$ cat src/rtl/core/fsce_pkg.sv
// package for the format spec charset expander
// holds the parse phase and character set types, the set length and character tables
// no dependencies
package fsce_pkg;

    typedef enum logic [3:0] {
        PH_LIT     = 4'd0,
        PH_FLAGS   = 4'd1,
        PH_WDIG    = 4'd2,
        PH_PRECOPT = 4'd3,
        PH_PSTART  = 4'd4,
        PH_PDIG    = 4'd5,
        PH_LENOPT  = 4'd6,
        PH_AFTER_L = 4'd7,
        PH_AFTER_H = 4'd8,
        PH_SPEC    = 4'd9
    } t_phase;

    typedef enum logic [3:0] {
        SET_NONE    = 4'd0,
        SET_LIT     = 4'd1,
        SET_SIGNED  = 4'd2,
        SET_DECIMAL = 4'd3,
        SET_HEX_LO  = 4'd4,
        SET_HEX_UP  = 4'd5,
        SET_OCTAL   = 4'd6,
        SET_BINARY  = 4'd7,
        SET_FLOAT   = 4'd8,
        SET_PERCENT = 4'd9
    } t_set;

    localparam int CharW = 8;
    localparam int IdxW  = 4;

    // one run handed from the parser to the emitter
    typedef struct packed {
        t_set             kind;
        logic [CharW-1:0] lit;
    } t_run;

    // specifier byte to its character set
    function automatic t_set spec_kind(input logic [CharW-1:0] c);
        t_set k;
        k = SET_NONE;
        case (c)
            "d", "i": k = SET_SIGNED;
            "u":      k = SET_DECIMAL;
            "x":      k = SET_HEX_LO;
            "X", "p": k = SET_HEX_UP;
            "o":      k = SET_OCTAL;
            "b":      k = SET_BINARY;
            "f", "F": k = SET_FLOAT;
            "%":      k = SET_PERCENT;
            default:  k = SET_NONE;
        endcase
        return k;
    endfunction

    // index of the final character of a set
    function automatic logic [IdxW-1:0] last_idx(input t_set k);
        logic [IdxW-1:0] n;
        n = '0;
        case (k)
            SET_SIGNED:  n = IdxW'(10);
            SET_DECIMAL: n = IdxW'(9);
            SET_HEX_LO:  n = IdxW'(15);
            SET_HEX_UP:  n = IdxW'(15);
            SET_OCTAL:   n = IdxW'(7);
            SET_BINARY:  n = IdxW'(1);
            SET_FLOAT:   n = IdxW'(11);
            default:     n = '0;
        endcase
        return n;
    endfunction

    // character at a given place of a set
    function automatic logic [CharW-1:0] set_char(input t_set k, input logic [IdxW-1:0] idx,
                                                  input logic [CharW-1:0] lit);
        logic [CharW-1:0] ch;
        logic [CharW-1:0] digit;
        digit = CharW'("0") + CharW'(idx);
        ch    = digit;
        case (k)
            SET_LIT:     ch = lit;
            SET_PERCENT: ch = CharW'("%");
            SET_SIGNED:  ch = (idx == IdxW'(10)) ? CharW'("-") : digit;
            SET_FLOAT: begin
                if (idx == IdxW'(10)) begin
                    ch = CharW'(".");
                end else if (idx == IdxW'(11)) begin
                    ch = CharW'("-");
                end else begin
                    ch = digit;
                end
            end
            SET_HEX_LO:  ch = (idx >= IdxW'(10)) ? CharW'("a") + CharW'(idx - IdxW'(10)) : digit;
            SET_HEX_UP:  ch = (idx >= IdxW'(10)) ? CharW'("A") + CharW'(idx - IdxW'(10)) : digit;
            default:     ch = digit;
        endcase
        return ch;
    endfunction

endpackage

$ cat src/rtl/core/fsce_parser.sv
// conversion parser: parse phase register and per-byte decode
// depends on fsce_pkg
module fsce_parser (
    input  logic                          i_clk,
    input  logic                          i_rst_n,
    input  logic                          i_accept,
    input  logic [fsce_pkg::CharW-1:0]    i_format_char,
    input  logic                          i_end_of_format,
    output fsce_pkg::t_run                o_run
);

    fsce_pkg::t_phase r_phase, n_phase;
    fsce_pkg::t_set   kind;

    logic [fsce_pkg::CharW-1:0] c;
    logic                       is_dig;
    logic                       is_flag;

    // results of each skip stage, chained as in the grammar
    fsce_pkg::t_phase len_ph, prec_ph, width_ph, flags_ph;
    fsce_pkg::t_set   len_k;

    assign c       = i_format_char;
    assign is_dig  = (c >= "0") && (c <= "9");
    assign is_flag = (c == "0") || (c == "-") || (c == "+") || (c == " ") || (c == "#");

    always_comb begin
        len_k  = fsce_pkg::SET_NONE;
        len_ph = fsce_pkg::PH_LIT;
        if (c == "l") begin
            len_ph = fsce_pkg::PH_AFTER_L;
        end else if (c == "h") begin
            len_ph = fsce_pkg::PH_AFTER_H;
        end else if (c == "j" || c == "z") begin
            len_ph = fsce_pkg::PH_SPEC;
        end else begin
            len_k = fsce_pkg::spec_kind(c);
        end
        prec_ph  = (c == ".") ? fsce_pkg::PH_PSTART : len_ph;
        width_ph = is_dig ? fsce_pkg::PH_WDIG :
                   (c == "*") ? fsce_pkg::PH_PRECOPT : prec_ph;
        flags_ph = is_flag ? fsce_pkg::PH_FLAGS : width_ph;
    end

    always_comb begin
        n_phase = r_phase;
        kind    = fsce_pkg::SET_NONE;
        case (r_phase)
            fsce_pkg::PH_LIT: begin
                if (c == "%") begin
                    n_phase = fsce_pkg::PH_FLAGS;
                end else begin
                    kind = fsce_pkg::SET_LIT;
                end
            end
            fsce_pkg::PH_FLAGS: begin
                n_phase = flags_ph;
                if (flags_ph == fsce_pkg::PH_LIT) kind = len_k;
            end
            fsce_pkg::PH_WDIG: begin
                n_phase = is_dig ? fsce_pkg::PH_WDIG : prec_ph;
                if (!is_dig && prec_ph == fsce_pkg::PH_LIT) kind = len_k;
            end
            fsce_pkg::PH_PRECOPT: begin
                n_phase = prec_ph;
                if (prec_ph == fsce_pkg::PH_LIT) kind = len_k;
            end
            fsce_pkg::PH_PSTART: begin
                if (is_dig) begin
                    n_phase = fsce_pkg::PH_PDIG;
                end else if (c == "*") begin
                    n_phase = fsce_pkg::PH_LENOPT;
                end else begin
                    n_phase = len_ph;
                    kind    = len_k;
                end
            end
            fsce_pkg::PH_PDIG: begin
                if (is_dig) begin
                    n_phase = fsce_pkg::PH_PDIG;
                end else begin
                    n_phase = len_ph;
                    kind    = len_k;
                end
            end
            fsce_pkg::PH_LENOPT: begin
                n_phase = len_ph;
                kind    = len_k;
            end
            fsce_pkg::PH_AFTER_L: begin
                if (c == "l") begin
                    n_phase = fsce_pkg::PH_SPEC;
                end else begin
                    n_phase = fsce_pkg::PH_LIT;
                    kind    = fsce_pkg::spec_kind(c);
                end
            end
            fsce_pkg::PH_AFTER_H: begin
                if (c == "h") begin
                    n_phase = fsce_pkg::PH_SPEC;
                end else begin
                    n_phase = fsce_pkg::PH_LIT;
                    kind    = fsce_pkg::spec_kind(c);
                end
            end
            fsce_pkg::PH_SPEC: begin
                n_phase = fsce_pkg::PH_LIT;
                kind    = fsce_pkg::spec_kind(c);
            end
            default: begin
                n_phase = fsce_pkg::PH_LIT;
            end
        endcase
        // zero byte ends the string silently
        if (c == '0) begin
            n_phase = fsce_pkg::PH_LIT;
            kind    = fsce_pkg::SET_NONE;
        end
        if (i_end_of_format) n_phase = fsce_pkg::PH_LIT;
    end

    always_ff @(posedge i_clk) begin
        if (!i_rst_n) begin
            r_phase <= fsce_pkg::PH_LIT;
        end else if (i_accept) begin
            r_phase <= n_phase;
        end
    end

    assign o_run.kind = kind;
    assign o_run.lit  = c;

endmodule

$ cat src/rtl/core/fsce_emitter.sv
// run emitter: holds one character set run and steps through it one item per cycle while i_out_ready is high
// depends on fsce_pkg
module fsce_emitter (
    input  logic                          i_clk,
    input  logic                          i_rst_n,
    input  logic                          i_load,
    input  fsce_pkg::t_run                i_run,
    output logic                          o_can_load,
    output logic                          o_out_valid,
    input  logic                          i_out_ready,
    output logic [fsce_pkg::CharW-1:0]    o_out_char,
    output logic                          o_last_of_run
);

    logic                       r_valid;
    fsce_pkg::t_set             r_kind;
    logic [fsce_pkg::CharW-1:0] r_lit;
    logic [fsce_pkg::IdxW-1:0]  r_idx;
    logic [fsce_pkg::IdxW-1:0]  r_last;

    logic is_last;
    logic take;
    logic start;

    assign is_last    = (r_idx == r_last);
    assign take       = r_valid && i_out_ready;
    assign o_can_load = !r_valid || (take && is_last);
    assign start      = i_load && (i_run.kind != fsce_pkg::SET_NONE);

    always_ff @(posedge i_clk) begin
        if (!i_rst_n) begin
            r_valid <= 1'b0;
        end else if (start) begin
            r_valid <= 1'b1;
        end else if (take && is_last) begin
            r_valid <= 1'b0;
        end
    end

    always_ff @(posedge i_clk) begin
        if (start) begin
            r_kind <= i_run.kind;
            r_lit  <= i_run.lit;
            r_idx  <= '0;
            r_last <= fsce_pkg::last_idx(i_run.kind);
        end else if (take && !is_last) begin
            r_idx <= r_idx + fsce_pkg::IdxW'(1);
        end
    end

    assign o_out_valid   = r_valid;
    assign o_out_char    = fsce_pkg::set_char(r_kind, r_idx, r_lit);
    assign o_last_of_run = is_last;

endmodule

$ cat src/rtl/core/format_spec_charset_expander_unit.sv
// format spec charset expander: first character of a byte is valid in the cycle after the accept
// throughput one input byte per cycle while each byte makes at most one character and the
// output is ready; a specifier run of n characters holds off the next byte until the emitter
// hands off the final character of the run
// synchronous active-low reset returns the parser to literal text and empties the emitter
// depends on fsce_pkg, fsce_parser, fsce_emitter
module format_spec_charset_expander_unit (
    input  logic                          i_clk,
    input  logic                          i_rst_n,
    // input byte channel
    input  logic                          i_in_valid,
    output logic                          o_in_ready,
    input  logic [fsce_pkg::CharW-1:0]    i_format_char,
    input  logic                          i_end_of_format,
    // output character channel
    output logic                          o_out_valid,
    input  logic                          i_out_ready,
    output logic [fsce_pkg::CharW-1:0]    o_out_char,
    output logic                          o_last_of_run
);

    fsce_pkg::t_run run;
    logic           can_load;
    logic           accept;

    // a byte is taken whenever the emitter is empty or hands off its final item now
    assign o_in_ready = can_load;
    assign accept     = i_in_valid && can_load;

    // phase tracking and set selection for the incoming byte
    fsce_parser u_parser (
        .i_clk           (i_clk),
        .i_rst_n         (i_rst_n),
        .i_accept        (accept),
        .i_format_char   (i_format_char),
        .i_end_of_format (i_end_of_format),
        .o_run           (run)
    );

    // bytes that produce nothing (percent opener, skipped fields, unknown specifier)
    // pass through without occupying the emitter
    fsce_emitter u_emitter (
        .i_clk         (i_clk),
        .i_rst_n       (i_rst_n),
        .i_load        (accept),
        .i_run         (run),
        .o_can_load    (can_load),
        .o_out_valid   (o_out_valid),
        .i_out_ready   (i_out_ready),
        .o_out_char    (o_out_char),
        .o_last_of_run (o_last_of_run)
    );

endmodule

$ cat config.mk
export PLATFORM = sky130hd
export DESIGN_NAME = format_spec_charset_expander_unit
export DESIGN_NICKNAME = d
export VERILOG_FILES = /design/src/rtl/core/fsce_pkg.sv /design/src/rtl/core/fsce_parser.sv /design/src/rtl/core/fsce_emitter.sv /design/src/rtl/core/format_spec_charset_expander_unit.sv
export SDC_FILE = /design/constraint.sdc
export NUM_CORES = 1
export LEC_CHECK = 0
export BUFFER_PORTS_ARGS = -buffer_cell sky130_fd_sc_hd__buf_2
export CORE_MARGIN = 1.5
export CORE_UTILIZATION = 45
export DETAILED_ROUTE_END_ITERATION = 12
export GPL_TIMING_DRIVEN = 0
export MAX_ROUTING_LAYER = met4
export PLACE_DENSITY_LB_ADDON = 0.08
export SLEW_MARGIN = 20
export SYNTH_ARGS = -nofsm -noshare
export SYNTH_HDL_FRONTEND = slang
export SYNTH_SLANG_ARGS = --single-unit
export TNS_END_PERCENT = 5
$ cat constraint.sdc
create_clock -name i_clk -period 5.38 [get_ports i_clk]
set_input_delay 0.538 -clock i_clk [delete_from_list [all_inputs] [get_ports i_clk]]
set_output_delay 0.538 -clock i_clk [all_outputs]
set_load 0.005 [all_outputs]
==> metrics.cfg <==
[critical_path]
critPathSlowestCell=a21bo_1
reg2reg_depth=6
required_ps=5290
worstSetupPathType=register to register
crit_chain=clkbuf_1 -> o21ai_0 -> o41ai_4 -> nor3_1 -> nand3_1 -> a21bo_1
reg2reg_slack_ps=2330
endpoint_kind=register
cp.arrival_ps=2950
r2r_end=u_emitter.r_lit[2]
rr_startpoint=u_parser.r_phase[2]
critPathMaxStageDelay_ps=650
start_kind=register
path_max_fanout=16

[clock_network]
numCtsBuffers=3
clockRootBuffer=clkbuf_8
cts_resized=0
cts.path.max_buffers=2
cts_setup_buffers=0
clock_sinks=25
cts_tree=built
cts-hold-fix-buffers=0
cts-htree-levels=1
clk_pin_slew_ps=90
clk_latency_ps=280

[detailed_routing]
ant_nets=0
via_count=2328
drt_first_pass_iters=4
drc=0
routedWlPerCell_um=15.87
wirelength_mm=6.048
vias_per_cell=6.110
drtIter0Drc=99

[power_and_ir_drop]
p_per_area_nw_per_um2=184.8
pwr-share-seq_pct=47.9
p_leak_nw=0.9815
peakVddDrop_mv=0.09049
p_int_w=0.0003267
p_switching_w=0.0001518
switching_share_pct=31.72
p_clk_share_pct=23.4
total_power_w=0.0004785
comb_power_share_pct=28.7

[global_routing]
track_usage_pct=23.55
first_global_vias=2103
grt_overflow_total=0
antenna_found_initial=0
grt_max_degree=17
grt_pass1_wl_mm=9.880

[finish]
drive_above_1_share_pct=16.08
antenna_cells=0
nNetsFinal=332
fillCellCount=542
final_cell_mix=buf_2, nor2_1, nand2_1, o21ai_0
fin_area_um2=2589
final_core_utilization_pct=51.01
area_growth_pct=10.64
layout_commonest_cell=buf_2

[synthesis]
synth_edf_count=16
ys_types=70
syn_nets=304
ys_async_sr_fraction_pct=0
ys_seq_area_share_pct=28.24
avgSynthCellArea_um2=8.239
synth_ff_type=edfxtp_1
synth_area_um2=2340
synth_seq_cells=25
post_synth_inst_count=284
ys.warnings.count=0

[timing]
finalSetupTns_ps=0
slew_violations=0
fmaxAchievable_mhz=328.1
report.final.hold_viol_count=0
skew_ps=15.27
final.period_utilization_pct=56.65
slew_headroom_pct=57.43
fin_crit_ps=3048
worst_pin_slew_ps=633.7
fin_hold_ws_ps=458.5
finalSetupViolCount=0
rsz0062_at_grt=false

[placement]
io_buffer_count=23
place_congestion=0.9050
post_dp_cell_area_um2=2542
dp_hpwl_mm=4.743

[min_path]
min-delay-start=i_format_char[5]
min_to=u_emitter.r_lit[5]
hold_path.class=primary input to register
hold_depth=1

[floorplan]
initial_core_util_pct=46.10
core_area_um2=5075
dieArea_um2=5641
std_cell_rows=26
dieHeight_um=75.11
die_x_um=75.11
io_pins=24

[run]
cap_violations=0

[run_status]
status=finished clean

-- cell type report --
| type | instances | area [um^2] | share of cell area, % |
|---|---|---|---|
| Sequential cell | 25 | 660.6 | 25.52 |
| Buffer | 17 | 75.07 | 2.900 |
| Timing Repair Buffer | 23 | 115.1 | 4.447 |
| Clock inverter | 1 | 5.005 | 0.1933 |
| Clock buffer | 3 | 41.29 | 1.595 |
| Multi-Input combinational cell | 231 | 1563 | 60.37 |
| Tap cell | 70 | 87.58 | 3.383 |
| Inverter | 11 | 41.29 | 1.595 |
-- cell usage after synthesis (all sizes together) (7+ instances only) --
cell type / n / area share [%]
nor3: 10 / 2.1
inv: 11 / 1.8
dfxtp: 9 / 7.7
o211ai: 7 / 2.2
nand2: 19 / 3.0
xnor2: 10 / 3.7
a21oi: 18 / 4.5
o21ai: 19 / 4.1
clkbuf: 13 / 2.1
nand3: 10 / 2.1
nor2: 25 / 4.0
ha: 7 / 3.7
edfxtp: 16 / 21
-- stage by stage --
stage                     cells  worst slack, ps
after global routing        381             2166
after floorplan             284             2672
after detailed placement    377             2116
final                       381             2332
after CTS                   381             2406
after global placement      377             2126
-- worst max path at each step --
stage	from	to	slack [ps]	cells after the start
after floorplan	i_format_char[2]	u_emitter.r_kind[0]	2670	7
after detailed placement	i_format_char[2]	u_emitter.r_lit[2]	2120	9
after global placement	i_format_char[3]	u_emitter.r_lit[2]	2130	8
after global routing	u_parser.r_phase[2]	u_emitter.r_kind[1]	2170	6
after CTS	i_format_char[2]	u_emitter.r_lit[1]	2410	9
final	u_parser.r_phase[2]	u_emitter.r_lit[2]	2330	6
-- cells by family after synthesis --
family,after synthesis,share of synthesized area (%)
and+or+nand+nor,117,28.45
adders and majority gates,7,3.743
DFF,25,28.24
buffers and inverters,28,4.973
AOI/OAI and AO/OA,94,29.73
xor gates and xnor gates,13,4.866
-- sequential cells by signal, summed over array words and instances (netlist names) --
name / flops
u_emitter.o_out_valid: 1
u_emitter.r_idx: 4
u_emitter.r_kind: 4
u_emitter.r_last: 4
u_emitter.r_lit: 8
u_parser.r_phase: 4
-- layer usage --
metal / up-vias / global-route usage [%] / part of all wire, %
met4: 0 / 9.293 / 2.6
met3: 13 / 1.740 / 4.4
met1: 1104 / 29.83 / 44
li1: 1145 / - / -
met2: 66 / 39.04 / 49
met5: - / - / 0
-- worst max-delay path: cells and delay by family, from the launching register on --
kind | cells | cell delay, ps
AO/OA/AOI/OAI | 3 | 1200
buffers and inverters | 1 | 240
flip-flops | 1 | 340
AND/OR/NAND/NOR | 2 | 870
-- power by group through the flow --
stage | registers (W) | logic, W | clock network (W)
5_1_grt | 0.000231 | 0.000153 | 0.000124
4_1_cts | 0.000229 | 0.000137 | 0.000113
3_3_place_gp | 0.000233 | 0.000135 | 0
2_1_floorplan | 0.000230 | 0.0000971 | 0
3_5_place_dp | 0.000234 | 0.000136 | 0
6_report | 0.000229 | 0.000137 | 0.000112
Note: power is estimated with default switching activity, not from simulation.
